`src/rtl/skl_pkg.sv`:
```
// ----------------------------------------------------------------------------
// skl_pkg - shared constants and types for the soft-knee limiter
// Default input format, quotient width, PCM width and the item tag that
// travels beside the arithmetic through every pipeline stage.
// ----------------------------------------------------------------------------
package skl_pkg;

  // Default input format: Q3.20 in 24 bits
  localparam int IN_WIDTH_DEF = 24;
  localparam int IN_FRAC_DEF  = 20;

  // PCM output and quotient widths (magnitude never exceeds 32767)
  localparam int PCM_WIDTH = 16;
  localparam int Q_BITS    = 15;

  // The PCM scale 32767.5 is applied as 65535 / 2, and 65535 = 2^16 - 1
  localparam int SCALE_SHIFT = 16;

  // Sign and frame marker carried with each request
  typedef struct packed {
    logic neg;
    logic last;
  } skl_tag_t;

  // Internal base width: wide enough for the magnitude and for 2.0 in the input format
  function automatic int base_width(input int in_width, input int in_frac);
    base_width = (in_width > in_frac + 1) ? in_width : in_frac + 2;
  endfunction

endpackage

```
`src/rtl/soft_knee_limiter_to_pcm16.sv`:
```
// ----------------------------------------------------------------------------
// soft_knee_limiter_to_pcm16 - soft-knee limiter with 16-bit PCM output
// Limits a fixed-point mix sample with a rational soft knee at 0.8 and
// scales the result to signed 16-bit PCM.
// ----------------------------------------------------------------------------
// Usage:
//   s_axis carries one sample per request: tdata holds the signed sample
//   (IN_WIDTH bits, IN_FRAC fraction bits, zero padded to whole bytes) and
//   tlast marks the final frame of a render block.
//   m_axis returns one PCM sample per request in tdata[15:0], with tlast
//   copied from the matching input.
//   A sample passes four operand stages, one stage per quotient bit of the
//   15-bit restoring divider and the output register. A new sample is
//   taken every cycle unless every stage is full and the receiver stalls;
//   the divider pipeline, one trial subtract per stage, allows that rate.
//   Each stage has its own valid bit and takes a new request whenever it is
//   empty or its successor takes its contents, so bubbles close up while the
//   receiver stalls and tready falls only once every stage is full.
//   Synchronous reset empties the pipeline; no request in flight survives.
// ----------------------------------------------------------------------------
module soft_knee_limiter_to_pcm16 #(
  parameter int IN_WIDTH = skl_pkg::IN_WIDTH_DEF,
  parameter int IN_FRAC  = skl_pkg::IN_FRAC_DEF
) (
  input  logic                             clk,
  input  logic                             rst,
  input  logic                             s_axis_tvalid,
  output logic                             s_axis_tready,
  // [IN_WIDTH-1:0] sample_in, zero padded above
  input  logic [((IN_WIDTH+7)/8)*8-1:0]    s_axis_tdata,
  input  logic                             s_axis_tlast,
  output logic                             m_axis_tvalid,
  input  logic                             m_axis_tready,
  // [15:0] pcm_out
  output logic [skl_pkg::PCM_WIDTH-1:0]    m_axis_tdata,
  output logic                             m_axis_tlast
);
  import skl_pkg::*;

  localparam int BW = base_width(IN_WIDTH, IN_FRAC);
  localparam int NW = BW + 21;
  localparam int DW = BW + 6;

  // Divider chain: index k is the input of step k, index Q_BITS its end
  logic              vld [0:Q_BITS];
  logic              rdy [0:Q_BITS];
  skl_tag_t          tag [0:Q_BITS];
  logic [NW-1:0]     rem [0:Q_BITS];
  logic [DW-1:0]     den [0:Q_BITS];
  logic [Q_BITS-1:0] quo [0:Q_BITS];

  // Operand preparation
  skl_front #(
    .IN_WIDTH  (IN_WIDTH),
    .IN_FRAC   (IN_FRAC),
    .NUM_WIDTH (NW),
    .DEN_WIDTH (DW)
  ) u_front (
    .clk       (clk),
    .rst       (rst),
    .in_valid  (s_axis_tvalid),
    .in_ready  (s_axis_tready),
    .sample    (s_axis_tdata[IN_WIDTH-1:0]),
    .last      (s_axis_tlast),
    .out_valid (vld[0]),
    .out_ready (rdy[0]),
    .tag_out   (tag[0]),
    .num       (rem[0]),
    .den       (den[0])
  );

  assign quo[0] = '0;

  // Restoring divider, most significant quotient bit first
  for (genvar k = 0; k < Q_BITS; k++) begin : g_div
    skl_div_step #(
      .NUM_WIDTH (NW),
      .DEN_WIDTH (DW),
      .BIT_POS   (Q_BITS - 1 - k)
    ) u_step (
      .clk       (clk),
      .rst       (rst),
      .in_valid  (vld[k]),
      .in_ready  (rdy[k]),
      .tag_in    (tag[k]),
      .rem_in    (rem[k]),
      .den_in    (den[k]),
      .q_in      (quo[k]),
      .out_valid (vld[k+1]),
      .out_ready (rdy[k+1]),
      .tag_out   (tag[k+1]),
      .rem_out   (rem[k+1]),
      .den_out   (den[k+1]),
      .q_out     (quo[k+1])
    );
  end

  // Sign restore and output register
  skl_pack u_pack (
    .clk       (clk),
    .rst       (rst),
    .in_valid  (vld[Q_BITS]),
    .in_ready  (rdy[Q_BITS]),
    .tag_in    (tag[Q_BITS]),
    .q_in      (quo[Q_BITS]),
    .out_valid (m_axis_tvalid),
    .out_ready (m_axis_tready),
    .pcm       (m_axis_tdata),
    .last      (m_axis_tlast)
  );

endmodule

```
`src/rtl/skl_front.sv`:
```
// ----------------------------------------------------------------------------
// skl_front - magnitude, knee test and division operands
// Four register stages: absolute value, knee test and excess over the knee,
// rational numerator and denominator terms, final scaled dividend/divisor.
// ----------------------------------------------------------------------------
module skl_front #(
  parameter int IN_WIDTH  = skl_pkg::IN_WIDTH_DEF,
  parameter int IN_FRAC   = skl_pkg::IN_FRAC_DEF,
  parameter int NUM_WIDTH = skl_pkg::base_width(IN_WIDTH, IN_FRAC) + 21,
  parameter int DEN_WIDTH = skl_pkg::base_width(IN_WIDTH, IN_FRAC) + 6
) (
  input  logic                  clk,
  input  logic                  rst,
  input  logic                  in_valid,
  output logic                  in_ready,
  input  logic [IN_WIDTH-1:0]   sample,
  input  logic                  last,
  output logic                  out_valid,
  input  logic                  out_ready,
  output skl_pkg::skl_tag_t     tag_out,
  output logic [NUM_WIDTH-1:0]  num,
  output logic [DEN_WIDTH-1:0]  den
);
  import skl_pkg::*;

  localparam int BW = base_width(IN_WIDTH, IN_FRAC);
  localparam int XW = BW + 5;
  localparam logic [BW+2:0] ONE      = (BW+3)'(1) << IN_FRAC;
  localparam logic [BW+2:0] FOUR_ONE = (BW+3)'(1) << (IN_FRAC + 2);

  // Stage A: magnitude
  logic              a_vld, a_ready;
  skl_tag_t          a_tag;
  logic [BW-1:0]     a_mag;
  logic [IN_WIDTH-1:0] mag_in;

  // Stage B: knee test and excess
  logic              b_vld, b_ready;
  skl_tag_t          b_tag;
  logic [BW-1:0]     b_mag;
  logic              b_knee;
  logic [BW+2:0]     b_d;
  logic [BW+2:0]     five_a;

  // Stage C: numerator term and denominator term
  logic              c_vld, c_ready;
  skl_tag_t          c_tag;
  logic              c_knee;
  logic [XW-1:0]     c_x;
  logic [BW+2:0]     c_s;

  // Stage D: output registers
  logic              d_ready;

  assign in_ready = a_ready;
  assign a_ready  = !a_vld || b_ready;
  assign b_ready  = !b_vld || c_ready;
  assign c_ready  = !c_vld || d_ready;
  assign d_ready  = !out_valid || out_ready;

  // Take the magnitude; the most negative code maps to 2^(IN_WIDTH-1) exactly
  assign mag_in = sample[IN_WIDTH-1] ? (~sample + 1'b1) : sample;

  always_ff @(posedge clk) begin
    if (rst) begin
      a_vld <= 1'b0;
    end else if (a_ready) begin
      a_vld <= in_valid;
    end
  end

  always_ff @(posedge clk) begin
    if (a_ready && in_valid) begin
      a_tag.neg  <= sample[IN_WIDTH-1];
      a_tag.last <= last;
      a_mag      <= BW'(mag_in);
    end
  end

  // Compare 5*|x| against 4.0 (knee at 0.8) and form the excess d
  assign five_a = ((BW+3)'(a_mag) << 2) + (BW+3)'(a_mag);

  always_ff @(posedge clk) begin
    if (rst) begin
      b_vld <= 1'b0;
    end else if (b_ready) begin
      b_vld <= a_vld;
    end
  end

  always_ff @(posedge clk) begin
    if (b_ready && a_vld) begin
      b_tag  <= a_tag;
      b_mag  <= a_mag;
      b_knee <= (five_a <= FOUR_ONE);
      b_d    <= five_a - FOUR_ONE;
    end
  end

  // Above the knee: x = 4*ONE + 5*d, s = ONE + d; below it x is the magnitude
  always_ff @(posedge clk) begin
    if (rst) begin
      c_vld <= 1'b0;
    end else if (c_ready) begin
      c_vld <= b_vld;
    end
  end

  always_ff @(posedge clk) begin
    if (c_ready && b_vld) begin
      c_tag  <= b_tag;
      c_knee <= b_knee;
      c_x    <= b_knee ? XW'(b_mag)
                       : XW'(FOUR_ONE) + (XW'(b_d) << 2) + XW'(b_d);
      c_s    <= ONE + b_d;
    end
  end

  // Scale by 65535 and build the divisor: 2*ONE below the knee, 10*s above
  always_ff @(posedge clk) begin
    if (rst) begin
      out_valid <= 1'b0;
    end else if (d_ready) begin
      out_valid <= c_vld;
    end
  end

  always_ff @(posedge clk) begin
    if (d_ready && c_vld) begin
      tag_out <= c_tag;
      num     <= (NUM_WIDTH'(c_x) << SCALE_SHIFT) - NUM_WIDTH'(c_x);
      den     <= c_knee ? (DEN_WIDTH'(ONE) << 1)
                        : (DEN_WIDTH'(c_s) << 3) + (DEN_WIDTH'(c_s) << 1);
    end
  end

endmodule

```
`src/rtl/skl_div_step.sv`:
```
// ----------------------------------------------------------------------------
// skl_div_step - one restoring division stage
// Tries the divisor shifted to one quotient bit position; when the trial
// subtraction fits it keeps the difference as remainder and sets the quotient bit.
// ----------------------------------------------------------------------------
module skl_div_step #(
  parameter int NUM_WIDTH = skl_pkg::base_width(skl_pkg::IN_WIDTH_DEF,
                                                skl_pkg::IN_FRAC_DEF) + 21,
  parameter int DEN_WIDTH = skl_pkg::base_width(skl_pkg::IN_WIDTH_DEF,
                                                skl_pkg::IN_FRAC_DEF) + 6,
  parameter int BIT_POS   = 0
) (
  input  logic                        clk,
  input  logic                        rst,
  input  logic                        in_valid,
  output logic                        in_ready,
  input  skl_pkg::skl_tag_t           tag_in,
  input  logic [NUM_WIDTH-1:0]        rem_in,
  input  logic [DEN_WIDTH-1:0]        den_in,
  input  logic [skl_pkg::Q_BITS-1:0]  q_in,
  output logic                        out_valid,
  input  logic                        out_ready,
  output skl_pkg::skl_tag_t           tag_out,
  output logic [NUM_WIDTH-1:0]        rem_out,
  output logic [DEN_WIDTH-1:0]        den_out,
  output logic [skl_pkg::Q_BITS-1:0]  q_out
);
  import skl_pkg::*;

  logic [NUM_WIDTH-1:0] trial;
  logic                 fits;

  assign in_ready = !out_valid || out_ready;

  // Trial subtract of the divisor at this bit position
  assign trial = NUM_WIDTH'(den_in) << BIT_POS;
  assign fits  = (rem_in >= trial);

  always_ff @(posedge clk) begin
    if (rst) begin
      out_valid <= 1'b0;
    end else if (in_ready) begin
      out_valid <= in_valid;
    end
  end

  // Advance remainder, divisor and partial quotient
  always_ff @(posedge clk) begin
    if (in_ready && in_valid) begin
      tag_out <= tag_in;
      den_out <= den_in;
      rem_out <= fits ? (rem_in - trial) : rem_in;
      q_out   <= q_in | (Q_BITS'(fits) << BIT_POS);
    end
  end

endmodule

```
`src/rtl/skl_pack.sv`:
```
// ----------------------------------------------------------------------------
// skl_pack - sign restore and PCM output register
// Applies the sample sign to the quotient magnitude and holds the result
// until the receiver takes it.
// ----------------------------------------------------------------------------
module skl_pack (
  input  logic                          clk,
  input  logic                          rst,
  input  logic                          in_valid,
  output logic                          in_ready,
  input  skl_pkg::skl_tag_t             tag_in,
  input  logic [skl_pkg::Q_BITS-1:0]    q_in,
  output logic                          out_valid,
  input  logic                          out_ready,
  output logic [skl_pkg::PCM_WIDTH-1:0] pcm,
  output logic                          last
);
  import skl_pkg::*;

  logic [PCM_WIDTH-1:0] mag;

  assign in_ready = !out_valid || out_ready;

  // The 15-bit quotient stays within 0..32767, so no clamp is needed on either sign
  assign mag = PCM_WIDTH'(q_in);

  always_ff @(posedge clk) begin
    if (rst) begin
      out_valid <= 1'b0;
    end else if (in_ready) begin
      out_valid <= in_valid;
    end
  end

  // Restore the sign; truncation toward zero follows from the magnitude floor
  always_ff @(posedge clk) begin
    if (in_ready && in_valid) begin
      pcm  <= tag_in.neg ? (~mag + 1'b1) : mag;
      last <= tag_in.last;
    end
  end

endmodule

```
`config.mk`:
```
export PLATFORM = sky130hd
export DESIGN_NAME = soft_knee_limiter_to_pcm16
export DESIGN_NICKNAME = d
export VERILOG_FILES = /design/src/rtl/skl_pkg.sv /design/src/rtl/soft_knee_limiter_to_pcm16.sv /design/src/rtl/skl_front.sv /design/src/rtl/skl_div_step.sv /design/src/rtl/skl_pack.sv
export SDC_FILE = /design/constraint.sdc
export NUM_CORES = 2
export LEC_CHECK = 0
export BUFFER_PORTS_ARGS = -buffer_cell sky130_fd_sc_hd__buf_2
export CAP_MARGIN = 20
export CORE_UTILIZATION = 60
export DETAILED_ROUTE_END_ITERATION = 6
export PLACE_DENSITY = 0.82
export SYNTH_ARGS = -nofsm -noshare
export SYNTH_HDL_FRONTEND = slang
export SYNTH_SLANG_ARGS = --single-unit
```
`constraint.sdc`:
```
create_clock -name clk -period 10.2 [get_ports clk]
set_input_delay 0.51 -clock clk [delete_from_list [all_inputs] [get_ports clk]]
set_output_delay 0.51 -clock clk [all_outputs]
set_load 0.02 [all_outputs]
```
== Word level (Yosys, flattened, before mapping) ==
Cells that the tools add are included.
Operators by class
  add/subtract/negate cells: 23
  order comparisons: 16
  multiplexer cells: 17
  bitwise gates (word level): 16
  reductions and logical operators: 60
Operators with widths (count)
  $mux 45: 14
  $ge 45x30->1: 1
  $ge 45x31->1: 1
  $ge 45x32->1: 1
  $ge 45x33->1: 1
  $ge 45x34->1: 1
  $ge 45x35->1: 1
  $ge 45x36->1: 1
  $ge 45x37->1: 1
  $ge 45x38->1: 1
  $ge 45x39->1: 1
  $ge 45x40->1: 1
  $ge 45x41->1: 1
  $ge 45x42->1: 1
  $ge 45x43->1: 1
  $ge 45x44->1: 1
  $sub 45x29->45: 1
  $sub 45x31->45: 1
  $sub 45x32->45: 1
  $sub 45x33->45: 1
  $sub 45x34->45: 1
  $sub 45x35->45: 1
  $sub 45x36->45: 1
  $sub 45x37->45: 1
  other kinds (38): 95
Storage, ports and cells
  bits in registers: 1544
  bits of input ports: 29
  output and inout bits: 19
  word-level logic and storage cells: 247

== Logic depth before layout (Yosys ltp) ==
  depth after elaboration: 22
  depth in mapped cells: 18
  mapped depth without buffers: 18

== By module ==
Synthesis repeated with hierarchy kept, for this count alone.
Unflattened totals
  cells, all modules: 8259
  area, all modules: 91868.1 µm²
By module, submodules not included
  skl_front: times used 1, cells each 1152, area an instance 12976.2 µm², sequential area each 6476.2 µm²
  skl_div_step (g_div[13].u_step): times used 1, cells each 523, area an instance 5477.8 µm², sequential area each 2782.7 µm²
  skl_div_step (g_div[14].u_step): times used 1, cells each 528, area an instance 5427.7 µm², sequential area each 2782.7 µm²
  skl_div_step (g_div[11].u_step): times used 1, cells each 488, area an instance 5296.3 µm², sequential area each 2782.7 µm²
  skl_div_step (g_div[9].u_step): times used 1, cells each 480, area an instance 5260.0 µm², sequential area each 2782.7 µm²
  skl_div_step (g_div[4].u_step): times used 1, cells each 481, area an instance 5245.0 µm², sequential area each 2782.7 µm²
  skl_div_step (g_div[10].u_step): times used 1, cells each 484, area an instance 5243.8 µm², sequential area each 2782.7 µm²
  skl_div_step (g_div[5].u_step): times used 1, cells each 463, area an instance 5232.5 µm², sequential area each 2782.7 µm²
  skl_div_step (g_div[12].u_step): times used 1, cells each 476, area an instance 5226.3 µm², sequential area each 2782.7 µm²
  skl_div_step (g_div[8].u_step): times used 1, cells each 460, area an instance 5183.7 µm², sequential area each 2782.7 µm²
  skl_div_step (g_div[6].u_step): times used 1, cells each 474, area an instance 5136.2 µm², sequential area each 2782.7 µm²
  skl_div_step (g_div[7].u_step): times used 1, cells each 453, area an instance 5128.7 µm², sequential area each 2782.7 µm²
  skl_div_step (g_div[3].u_step): times used 1, cells each 416, area an instance 5094.9 µm², sequential area each 2782.7 µm²
  skl_div_step (g_div[2].u_step): times used 1, cells each 430, area an instance 5062.4 µm², sequential area each 2782.7 µm²
  +4 rows

== Worst setup path before layout ==
Ideal clock, no wire load.
  path type: input port to flip-flop
  start point: input m_axis_tready
  end point: register g_div[6].u_step.den_out[10], enable pin
  setup time: 0.651 ns
  arrival: 7.415 ns
  required time: 9.549 ns
  slack: 2.133 ns
  stages on the path: 5
  cell sequence: and4b_1 -> and3_1 -> and3_1 -> and3_1 -> a21boi_0
Between the ends
  word-level cells in the longest chain between the ends: 11
RTL lines
  from (decl): RTL line soft_knee_limiter_to_pcm16.sv:33  | input logic m_axis_tready,
  $logic_or 1x1->1: RTL line skl_pack.sv:22  | assign in_ready = !out_valid || out_ready;
  $logic_or 1x1->1 (9 in series): RTL line skl_div_step.sv:33  | assign in_ready = !out_valid || out_ready;
  $logic_and 1x1->1: RTL line skl_div_step.sv:49  | if (in_ready && in_valid) begin
  to (signal assigned): RTL line skl_div_step.sv:51  | den_out <= den_in;
  to (decl): RTL line skl_div_step.sv:25  | output logic [DEN_WIDTH-1:0] den_out,
No other way between the ends.
A chain may end at the register's enable or synchronous reset.

== Worst setup path after layout ==
  start point: register u_front.a_mag[2]
  end point: register u_front.b_knee (data pin)
Between the ends
  word-level cells in the longest chain between the ends: 2
RTL lines
  from (decl): RTL line skl_front.sv:34  | logic [BW-1:0] a_mag;
  from (signal assigned): RTL line skl_front.sv:76  | a_mag <= BW'(mag_in);
  $add 26x24->27: RTL line skl_front.sv:81  | assign five_a = ((BW+3)'(a_mag) << 2) + (BW+3)'(a_mag);
  $le 27x23->1: RTL line skl_front.sv:95  | b_knee <= (five_a <= FOUR_ONE);
  to (signal assigned): RTL line skl_front.sv:95
  to (decl): RTL line skl_front.sv:41  | logic b_knee;
No other way between the ends.

==> metrics list <==
* Overall routed net length: 179000 um
* Data arrival time of the critical path: 5.82 ns
* Proportion of synthesized area in mux cells: less than 1%
- Leaving out fill and tap cells, the most frequent cell in the layout is sky130_fd_sc_hd__edfxtp_1.
- Max-cap viol count: 0
- Placement-stage cell area: 81500 sq um
- Synthesis instantiated 94 different standard cells from the library.
- Of the total synthesized cell area, the portion taken by AND, OR, NAND and NOR gates is 11.3%.
- In this run, synthesis inferred about 1.4k flip-flops with an integrated enable.
* Pin count of the biggest net entering global routing: 83
- In the synthesized netlist, the number of instances is approximately 7k.
* Placement-stage worst setup slack: 5.11 ns
* Floorplan Core Area: about 130000 sq um
- # H-tree levels: 4
* Yosys warning count: 0
- # placed instances: 8723
* Number of buffers added by the clock tree synthesis step: 150
- Sum of net half-perimeters after detailed placement: ~140000 um
- Final hold violations: 0
- Die boundary width: roughly 370 um
- IO Pins: 48
* Detailed-router iteration count before antenna repair: 6
- Timing would allow up to 191 MHz.
* Final design area excluding fillers: slightly below 90000 sq um
* Clock tree sinks: 1436
- Syn_nets: approximately 7.6k
- Worst clock skew: approximately 0.039 ns
* Critical Path, Cell by Cell: ha_1 -> inv_1 -> fa_1 -> nor2b_1 -> o31a_1 -> o31ai_1 -> a31oi_1 -> a41o_1 -> o41ai_1 -> xnor2_1 -> ha_1 -> nand2_1 -> or4_1 -> or4_1 -> nor4_1 -> and4b_1 -> nand4b_1 -> a211oi_1
* Worst Max-Slew Pin Slew: 1.23 ns
- Setup violations remaining at the end of the flow were counted as 0.
- Critical path peak fanout: 3
* Full die area: 133000 sq um
* Share of synthesized cell area in full adder, half adder and majority cells: 9.15%
- STA classifies the critical path startpoint as a register.
- In this run the core area contains 132 standard-cell rows.
- For this run, design rule violations remaining after detail routing come to 0.
- Across all hold checks on the routed design, the worst slack comes to 0.0602 ns.
- In this run the tool buffered the top-level ports with 47 buffer cells.
- The number of antenna violations at the first check in global routing is 4.
- Kind of critical path: reg2reg
- STA classifies the critical path endpoint as a register.
- Number of pins exceeding their max-slew limit in the final report: 0
- Worst-path clk slew: ~0.060 ns
* Net count, final: 7739
- The path class of the tightest hold or removal check is in2reg.
- Area growth from synthesis to final layout: 9.34%
- Top library cells by usage in the layout, fill and taps aside: 1416 x sky130_fd_sc_hd__edfxtp_1, 654 x sky130_fd_sc_hd__inv_1, 551 x sky130_fd_sc_hd__ha_1
* Postcts setup bufs: 0
* Smallest setup slack after layout: 4.98 ns
- At the later pin of the worst-skew pair, clock insertion delay measures 0.79 ns.
* Clk buf depth: 3
* Final total negative setup slack: 0 ns
- After synthesis, the largest family of logic cells by area is compound AO/OA/AOI/OAI gates.
- Async set-or-reset flop fraction in the synthesized netlist: 0%
- Dividing total power by cell area gives a power density of roughly 150 nW/um^2.
- Summing internal, switching and leakage power gives 12.8 mW.
- The floorplan step set the die height to 365 um.
- Setup repair after global routing left no endpoint under its margin.
- Summing all multi-input logic gate instances after layout gives 33400 sq um.
* Result of the run: complete, no violations
- The analysis attributes to cell leakage a power of 33.1 nW.
- Worst relative slew slack: between 10% and 20%
* Drt wl/cell: 19.9 um
- For this run, the register share of the synthesized area comes to 54.3%.
* FF+latch count, synth: 1436
* Wire length of the first global-routing pass: 282000 um
- After Yosys synthesis, XOR and XNOR cells account for 6.11% of the synthesized area.
- First-iteration detailed-routing DRC count: 4810
- Dividing the detail-routed via count by the number of cells gives 6.03.
* Fin cells: 9003
* Peak supply drop: 0.000164 V
- TritonCTS built the clock tree.
* Root cell of the clock tree: sky130_fd_sc_hd__clkbuf_16
- Of the available clock period, the critical path in the final layout requires 51.2%.
* Via count of the first global-routing pass: between 50k and 60k
- For this design, the slowest cell found on the critical path is sky130_fd_sc_hd__or4_1.
- Once detail routing completed, the nets flagged for antenna violations numbered 0.
- Total congestion overflow after global routing: 0
- Cell area after synthesis: 79100 sq um
* Final Wtd Congestion: 1.01
- For this run, the share of the core covered by cells in the final layout is 66.4%.
- Seq. cell area: 42900 sq um
- Syn_area_per_cell: between 10 and 15 sq um
- Delay of the slowest cell on the worst path: roughly 0.45 ns
- Total routing resource utilization after global routing: 26.9%
- Data on the critical path is required at its endpoint by roughly 11 ns.
* Flip-flop cell with the highest count after synthesis: sky130_fd_sc_hd__edfxtp_1
- Subtracting the final worst setup slack from the clock period gives 5.22 ns.
- Compound-Gate Fraction of Synth Area: 14.3%
- Once the floorplan was initialized, standard cells occupied ~61% of the core.
* Final-layout fill cell count: 9464
* Total number of vias: 54.3k
- Share of post-route cells with drive strength above 1: under 10%
## path summary, 6_finish.rpt
| path | startpoint | slack (ns) | cells after the start | endpoint |
|---|---|---|---|---|
| min | s_axis_tdata[5] | 0.06 | 2 | u_front.a_mag[5] |
| max | u_front.a_mag[2] | 4.98 | 18 | u_front.b_knee |
| min reg2reg | g_div[10].u_step.q_out[7] | 0.39 | 0 | g_div[11].u_step.q_out[7] |
| max reg2reg | u_front.a_mag[2] | 4.98 | 18 | u_front.b_knee |
## Yosys cell counts, drive strengths merged, types with 35 or more instances
master	instances	area share, %
ha	551	8.7
a21o	238	2.3
o31ai	62	0.59
o211ai	39	0.37
nor3	109	0.70
nor2	414	2.0
o21bai	66	0.63
and3	54	0.43
nand2	540	2.6
nor4	64	0.53
a31oi	54	0.44
or3	52	0.41
and2	47	0.37
nor2b	92	0.73
xor2	228	2.5
inv	656	3.1
nand3	125	0.79
a211oi	49	0.47
nand2b	75	0.59
o21ai	513	3.3
a21boi	37	0.35
xnor2	324	3.6
clkbuf	111	0.53
mux2	59	0.86
or4	35	0.34
o21a	80	0.76
edfxtp	1416	54
a21oi	481	3.0
nand4	78	0.62
## worst max-delay path: cells and delay by family (launching register included)
kind / cells / cell delay (ns)
XOR/XNOR: 1 / 0.21
adder cells (fa/ha/maj): 3 / 0.80
flip-flops: 1 / 0.44
buffers and inverters: 1 / 0.09
AO/OA/AOI/OAI: 6 / 1.87
AND/OR/NAND/NOR: 7 / 1.65
## layer usage
layer	track usage (%)	up-vias	wire length [um]
li1	-	26100	-
met1	29.1	26100	66900
met2	49.6	1638	92300
met3	3.74	536	8370
met4	16.2	4	11500
met5	0	-	23
## power breakdown
group,internal [mW],switching (mW),leakage (nW)
Combinational,0.351,0.478,17.9
Sequential,6.51,0.0656,12.8
Clock,3.11,2.29,2.37
Total,9.98,2.84,33.1
## sequential cells by signal, summed over array words and instances (netlist names), 15 cells and up
signal / count
u_front.c_x: 29
g_div.u_step.out_valid: 15
u_pack.pcm: 16
u_front.c_s: 27
g_div.u_step.tag_out: 30
g_div.u_step.q_out: 120
u_front.a_mag: 24
u_front.den: 29
u_front.num: 45
g_div.u_step.rem_out: 630
u_front.b_d: 27
g_div.u_step.den_out: 406
u_front.b_mag: 22
## cell families after synthesis
logic type / Yosys count
flip-flops: 1436
buffers and inverters: 793
AO/OA/AOI/OAI: 1803
adder cells (fa/ha/maj): 568
multiplexers: 69
AND/OR/NAND/NOR: 1811
XOR/XNOR: 552
## what timing repair did
action | CTS | global route
endpoints found under the hold margin | 7 | 0
setup endpoints to repair | 0 | 0
hold buffers | 7 | 0
gates resized for setup | 0 | 0
## layout make-up
| type | instances | area share [%] |
|---|---|---|
| multi-input cells | 4803 | 38.6 |
| clock inverters | 85 | 1.08 |
| repair buffers | 95 | 0.770 |
| well taps | 1742 | 2.52 |
| diodes | 2 | 0.00579 |
| flip-flops and latches | 1436 | 49.6 |
| clock buffers | 184 | 4.54 |
| inverters | 656 | 2.85 |
(Power assumes the default switching activity.)
